$ cat src/sv/rps_pkg.sv
// ----------------------------------------------------------------------------
// rps_pkg
// Shared widths and defaults for the random permutation shuffler.
// ----------------------------------------------------------------------------
`default_nettype none

package rps_pkg;

  localparam int MAX_N_DEF     = 1024;
  localparam int FRAC_BITS_DEF = 32;

  // fixed field widths
  localparam int UF_W  = 32;
  localparam int VAL_W = 10;
  localparam int CFG_W = 11;

  localparam logic [CFG_W-1:0] PERM_SIZE_RST = 11'd1024;

  // generation tag kept with each slot, tag zero means never written
  localparam int                 EPOCH_W   = 8;
  localparam logic [EPOCH_W-1:0] EPOCH_MAX = {EPOCH_W{1'b1}};

  localparam int ENTRY_W = EPOCH_W + VAL_W;

endpackage

`default_nettype wire

$ cat src/sv/rps_pick.sv
// ----------------------------------------------------------------------------
// rps_pick
// Scales the random fraction by the live slot count and clamps the slot index.
// ----------------------------------------------------------------------------
`default_nettype none

module rps_pick
  import rps_pkg::*;
#(
  parameter int MAX_N     = MAX_N_DEF,
  parameter int FRAC_BITS = FRAC_BITS_DEF,
  localparam int IDX_W = $clog2(MAX_N),
  localparam int N_W   = $clog2(MAX_N + 1)
) (
  input  wire logic             clk,
  input  wire logic             load,
  input  wire logic [N_W-1:0]   remaining,
  input  wire logic [UF_W-1:0]  frac,
  output logic      [IDX_W-1:0] pick,
  output logic      [IDX_W-1:0] tail
);

  localparam int PROD_W = N_W + UF_W;

  logic [PROD_W-1:0] prod_r;
  logic [N_W-1:0]    rem_r;
  logic [PROD_W-1:0] scaled;
  logic [N_W-1:0]    rem_m1;

  always_ff @(posedge clk) begin
    if (load) begin
      prod_r <= PROD_W'(remaining) * PROD_W'(frac);
      rem_r  <= remaining;
    end
  end

  always_comb begin
    scaled = prod_r >> FRAC_BITS;
    rem_m1 = rem_r - N_W'(1);
    tail   = rem_m1[IDX_W-1:0];
    // fractions of one or more can only land past the last live slot
    if (scaled >= PROD_W'(rem_r)) begin
      pick = rem_m1[IDX_W-1:0];
    end else begin
      pick = scaled[IDX_W-1:0];
    end
  end

endmodule

`default_nettype wire

$ cat config.mk
export PLATFORM = sky130hd
export DESIGN_NAME = rps_pick
export DESIGN_NICKNAME = d
export VERILOG_FILES = /design/src/sv/rps_pkg.sv /design/src/sv/rps_pick.sv
export SDC_FILE = /design/constraint.sdc
export NUM_CORES = 1
export LEC_CHECK = 0
export BUFFER_PORTS_ARGS = -buffer_cell sky130_fd_sc_hd__buf_2
export CAP_MARGIN = 5
export CORE_MARGIN = 2
export CORE_UTILIZATION = 57
export DETAILED_ROUTE_END_ITERATION = 8
export GPL_TIMING_DRIVEN = 0
export PLACE_DENSITY_LB_ADDON = 0.3
export SYNTH_ARGS = -nofsm -noshare
export SYNTH_HDL_FRONTEND = slang
export SYNTH_SLANG_ARGS = --single-unit
$ cat constraint.sdc
create_clock -name clk -period 7.3 [get_ports clk]
set_input_delay 0.73 -clock clk [delete_from_list [all_inputs] [get_ports clk]]
set_output_delay 0.73 -clock clk [all_outputs]
set_load 0.1 [all_outputs]
==> flow_summary_export.csv, run 1 <==
group,metric,value,unit
sta,finalSetupViolCount,0,
synth,netlist_instances,1319,
setup_path,arrival,6.73,ns
setup_path,critical-path-max-stage-delay,0.72,ns
setup_path,crit_required,7.31,ns
routing,drtAntennaViolNets,0,
finish,fillers,1763,
job,max-cap-violations,0,
sta,slew_viol_final,0,
finish,most-common-layout-cells,"268 x fa_1, 255 x inv_1, 236 x nand2_1",
global_route,overflow,0,
finish,final_nets,1790,
setup_path,worstPathCellList,"buf_2 > clkbuf_1 > nand2_1 > fa_1 > inv_1 > fa_1 > inv_1 > fa_1 > inv_1 > fa_1 > inv_1 > fa_1 > inv_1 > ha_1 > clkbuf_1 > nand3_1 > or3_1 > nor4_1 > o21ai_1 > o31a_1",
sta,fin_ws,0.581,ns
synth,synth-simple-area-share,19.3,%
sta,max_slew_margin,35.0,%
routing,wire_per_inst,18.7,um
die,dieArea,21700,um^2
routing,wl_met2,15400,um
clock_tree,path_clk_slew,0.06,ns
die,row_count,52,
synth,syn_area,11700,um^2
setup_path,path_max_fanout,10,
sta,rsz0062_at_grt,"false",
sta,fmaxAchievable,0.149,GHz
routing,dr.pass1.iters,7,
finish,final_common_cell,"fa_1",
setup_path,cp_num_cells,20,
setup_path,cp-endpoint,"prod_r[41]$_DFFE_PP_",
clock_tree,cts_tree,"built",
global_route,grt_pass1_vias,9916,
setup_path,slowest_stage,"clkbuf_1",
synth,synth_ff_type,"edfxtp_1",
die,core,20200,um^2
routing,totalWireLength,31000,um
synth,synth.avg_cell_area,8.89,um^2
synth,synthAdderAreaFrac,55.4,%
synth,synth_top_family_by_area,"adder cells",
routing,dr_total_vias,9348,
routing,wl_met3,2450,um
synth,ys_warn_count,0,
die,fp.dieW,147,um
place,gp_congestion,0.916,
synth,async_reset_ff_share,0,%
finish,multi_input_area,9840,um^2
clock_tree,postCtsHoldBufs,0,
finish,syn_to_final_growth,6.31,%
synth,muxShareOfSynthArea,1.24,%
clock_tree,cts_sinks,22,
clock_tree,clockBufferDepth,2,
power,peakVddDrop,0.000313,V
sta,hold_viol,0,
sta,fin_crit_sh,92.0,%
finish,regArea,661,um^2
global_route,antenna_found_initial,0,
setup_path,crit_path_start,"remaining[3]",
synth,synth-xor-area-share,1.35,%
synth,ys_types,54,
run_status,status,"completed",
clock_tree,cts_resized,0,
power,leakage,0.00616,uW
die,start_util,57.9,%
clock_tree,numCtsBuffers,3,
global_route,grt_util_all_layers,30.0,%
place,place_ws,0.486,ns
clock_tree,cts_setup_buffers,0,
synth,syn_nets,1722,
setup_path,path_buf_inv,8,
die,die_h,147,um
clock_tree,htree_levels,1,
synth,ys_seq_area_share,5.64,%
sta,fin_crit,6.72,ns
place,dp_hpwl,25800,um
routing,dr.first_iter.drc_count,548,
sta,worst_slew_pin_slew,0.974,ns
synth,synth-seq-cells,22,
clock_tree,cts_root_buf,"clkbuf_16",
routing,vias_per_cell,5.63,
synth,synth_edf_count,22,
finish,drive_above_1_share,5.92,%
global_route,grt_max_degree,23,
setup_path,cp-end-kind,"flop",
global_route,grt_pass1_wl,50700,um
setup_path,crit_path_start_kind,"input pin",
sta,fin_setup_tns,0,ns
place,io_buffers,63,
setup_path,worstSetupPathType,"in -> reg",
setup_path,critical_path.top_delay_family,"adder cells",
routing,met1_length,12200,um
die,ios,65,
synth,synth_compound_area_share,6.66,%
power,powerDensity,450,nW/um^2
routing,drc,0,
worst_hold_path,min_path_type,"in -> reg",
routing,highest_layer,"met4",
power,power.total,5610,uW
## cell usage after synthesis (all sizes together), types with 7 or more instances
library cell	number	area [um^2]
fa	268	5370
inv	255	957
nand2	236	886
and2	149	932
ha	90	1130
clkbuf	66	248
a21oi	40	200
o21ai	25	125
nand3	24	120
edfxtp	22	661
nor2	19	71.3
a21o	14	106
xnor2	13	114
nor3	11	66.3
mux2	9	135
and3	7	43.8
o211ai	7	52.6
## state kept, by name, summed over array words and instances (netlist names)
| signal | count |
|---|---|
| prod_r | 11 |
| rem_r | 11 |
## logic make-up after synthesis
kind of cell               Yosys count
buffers and inverters              323
muxes                               10
DFF                                 22
xor gates and xnor gates            18
adders and majority gates          358
AOI/OAI and AO/OA                  121
and+or+nand+nor                    467
## worst min path at each step
stage | from | cells past startpoint | slack (ns) | endpoint
CTS | remaining[2] | 1 | 0.75 | rem_r[2]$_DFFE_PP_
global route | remaining[2] | 1 | 0.75 | rem_r[2]$_DFFE_PP_
detailed placement | remaining[2] | 1 | 1.01 | rem_r[2]$_DFFE_PP_
global placement | remaining[2] | 1 | 1.01 | rem_r[2]$_DFFE_PP_
finish | remaining[2] | 1 | 0.76 | rem_r[2]$_DFFE_PP_
floorplan | remaining[0] | 0 | 0.83 | rem_r[0]$_DFFE_PP_
## through the flow
stage	instance area, um^2	instances	hold slack [ns]	utilization [%]
after floorplan	11700	1319	0.829	-
after CTS	12500	1656	0.749	61.5
after global routing	12500	1656	0.752	61.5
after global placement	12400	1652	1.01	61.2
after detailed placement	12400	1652	1.01	61.2
final	12500	1659	0.756	61.6
## cell type report
| type | instances | share of cell area (%) |
|---|---|---|
| clock inverter | 1 | 0.0301 |
| sequential | 22 | 5.30 |
| clock buffer | 3 | 0.602 |
| buffer | 68 | 2.12 |
| tap | 270 | 2.71 |
| inverter | 255 | 7.68 |
| multi-input combinational | 974 | 79.0 |
| antenna | 3 | 0.0602 |
| timing repair buffer | 63 | 2.53 |
## power by group
| part | internal (uW) | leakage [uW] | switching [uW] |
|---|---|---|---|
| logic | 1990 | 0.00590 | 3240 |
| clock network | 73.1 | 0.0000386 | 43.1 |
| registers | 240 | 0.000215 | 24.9 |
| total | 2300 | 0.00616 | 3300 |
## layer usage
metal  global-route usage, %  up-vias
met1                    39.0     4751
met2                    51.2      372
met3                    5.71       61
met4                    9.86        0
li1                        -     4164
met5                       0        -
(Power assumes the default switching activity.)
==> inputs of run 2 (changes only) <==
==> constraint.sdc (replaced) <==
create_clock -name clk -period 7.3 [get_ports clk]
set_input_delay 1.46 -clock clk [delete_from_list [all_inputs] [get_ports clk]]
set_output_delay 1.46 -clock clk [all_outputs]
set_load 0.1 [all_outputs]
==> flow_summary_export.csv, run 2 (synthesized netlist as in run 1, its figures left out) <==
group,metric,value,unit
worst_hold_path,holdPathStages,1,
sta,fin_crit,7.07,ns
routing,highest_layer,"met4",
finish,fillers,1766,
finish,final_common_cell,"fa_1",
die,core,20200,um^2
routing,drc,0,
power,power.total,5610,uW
setup_path,worstPathCellList,"buf_2 > clkbuf_1 > nand2_1 > fa_1 > inv_1 > fa_1 > fa_1 > fa_1 > inv_1 > fa_1 > inv_1 > ha_1 > and3_1 > a221oi_1 > o221ai_1 > nor4_1 > o21ai_1 > a21oi_1 > xnor2_1",
die,row_count,52,
die,fp.dieW,147,um
power,combPwrFrac,93.2,%
finish,drive_above_1_share,6.78,%
die,dieArea,21700,um^2
power,leakage,0.00619,uW
global_route,grt_pass1_wl,50700,um
finish,final_nets,1790,
setup_path,slowest_stage,"clkbuf_1",
setup_path,crit_required,7.28,ns
clock_tree,clockBufferDepth,2,
sta,fmaxAchievable,0.141,GHz
setup_path,path_max_fanout,10,
clock_tree,numCtsBuffers,3,
finish,regArea,661,um^2
sta,fin_crit_sh,96.9,%
clock_tree,cts_setup_buffers,0,
global_route,antenna_found_initial,0,
routing,totalWireLength,31000,um
routing,drtAntennaViolNets,0,
place,place_ws,-0.244,ns
routing,wl_met2,15300,um
place,dp_cells,1652,
clock_tree,htree_levels,1,
finish,syn_to_final_growth,6.44,%
global_route,overflow,0,
power,p_sw_share,58.9,%
power,p_int,2310,uW
routing,vias_per_cell,5.64,
worst_hold_path,min_to,"rem_r[2]$_DFFE_PP_",
finish,fin_cells,1659,
run_status,status,"completed",
setup_path,cp-end-kind,"flop",
routing,dr.pass1.iters,5,
sta,slew_viol_final,0,
job,max-cap-violations,0,
setup_path,cpMostUsedCell,"fa_1",
power,clockPowerShare,2.1,%
die,ios,65,
place,dp_hpwl,25800,um
worst_hold_path,worstHoldStart,"remaining[2]",
routing,dr.first_iter.drc_count,545,
place,io_buffers,63,
sta,fin_setup_tns,0,ns
sta,fin_ws,0.226,ns
setup_path,crit_path_start_kind,"input pin",
global_route,grt_util_all_layers,30.0,%
power,switching_power,3300,uW
sta,max_slew_margin,45.5,%
routing,wl_met3,2720,um
power,powerDensity,450,nW/um^2
routing,met1_length,12000,um
die,die_h,147,um
sta,worst_slew_pin_slew,0.818,ns
setup_path,arrival,7.05,ns
finish,most-common-layout-cells,"268 x fa_1, 255 x inv_1, 236 x nand2_1",
finish,reg_top3,"prod_r (11), rem_r (11)",
sta,finalSetupViolCount,0,
worst_hold_path,min_path_type,"in -> reg",
clock_tree,cts_sinks,22,
clock_tree,cts_resized,0,
power,p_seq_share,4.7,%
routing,wire_per_inst,18.7,um
die,start_util,57.9,%
finish,fin_util,61.7,%
setup_path,worstSetupPathType,"in -> reg",
clock_tree,cts_tree,"built",
finish,multi_input_area,9840,um^2
routing,dr_total_vias,9361,
power,peakVddDrop,0.000312,V
sta,rsz0062_at_grt,"true",
global_route,grt_pass1_vias,9916,
clock_tree,path_clk_slew,0.05,ns
clock_tree,cts_root_buf,"clkbuf_16",
setup_path,critical-path-max-stage-delay,0.57,ns
place,gp_congestion,0.916,
clock_tree,postCtsHoldBufs,0,
sta,hold_viol,0,
global_route,grt_max_degree,23,
==> run 2: cell counts in the layout (fill, tap and decap cells not counted) <==
Identical to the previous run, type by type.
==> run 2: worst max-delay path, delay by kind of cell <==
family,cells,cell delay [ns]
simple gates,3,0.82
buf+inv,5,0.90
compound gates,4,0.86
fa+ha+maj,6,2.87
xor+xnor,1,0.14
==> run 2: power groups by stage <==
stage	clock (uW)	combinational (uW)	sequential [uW]
6_report	116	5230	265
5_1_grt	123	5910	268
4_1_cts	116	5200	264
3_5_place_dp	0	5150	266
3_3_place_gp	0	5060	266
2_1_floorplan	0	4010	255
==> run 2: worst max-delay path by stage <==
stage / from / endpoint / slack [ns] / cells past startpoint
floorplan: remaining[5] / prod_r[38]$_DFFE_PP_ / 0.91 / 18
global placement: remaining[3] / prod_r[41]$_DFFE_PP_ / -0.12 / 20
detailed placement: remaining[3] / prod_r[41]$_DFFE_PP_ / -0.24 / 20
CTS: remaining[3] / prod_r[41]$_DFFE_PP_ / 0.01 / 20
global route: remaining[2] / prod_r[41]$_DFFE_PP_ / -0.03 / 20
finish: remaining[7] / prod_r[33]$_DFFE_PP_ / 0.23 / 19
==> run 2: routing by layer <==
| layer | GRT usage (%) | vias to the layer above |
|---|---|---|
| met5 | 0 | - |
| met4 | 9.86 | 0 |
| met3 | 5.71 | 54 |
| met2 | 51.2 | 403 |
| met1 | 39.0 | 4740 |
| li1 | - | 4164 |
==> run 2: final cells by class <==
class                   instances  share of cell area (%)
multi-input cells             974                    78.9
inverters                     255                    7.67
flip-flops and latches         22                    5.30
well taps                     270                    2.71
repair buffers                 63                    2.53
plain buffers                  68                    2.24
clock buffers                   3                   0.602
diodes                          3                  0.0602
clock inverters                 1                  0.0301
==> run 2: metrics by stage <==
| step | cell area (um^2) | hold slack, ns |
|---|---|---|
| CTS | 12500 | 1.48 |
| finish | 12500 | 1.50 |
| floorplan | 11700 | 1.56 |
| global placement | 12400 | 1.74 |
| detailed placement | 12400 | 1.74 |
| global route | 12500 | 1.49 |
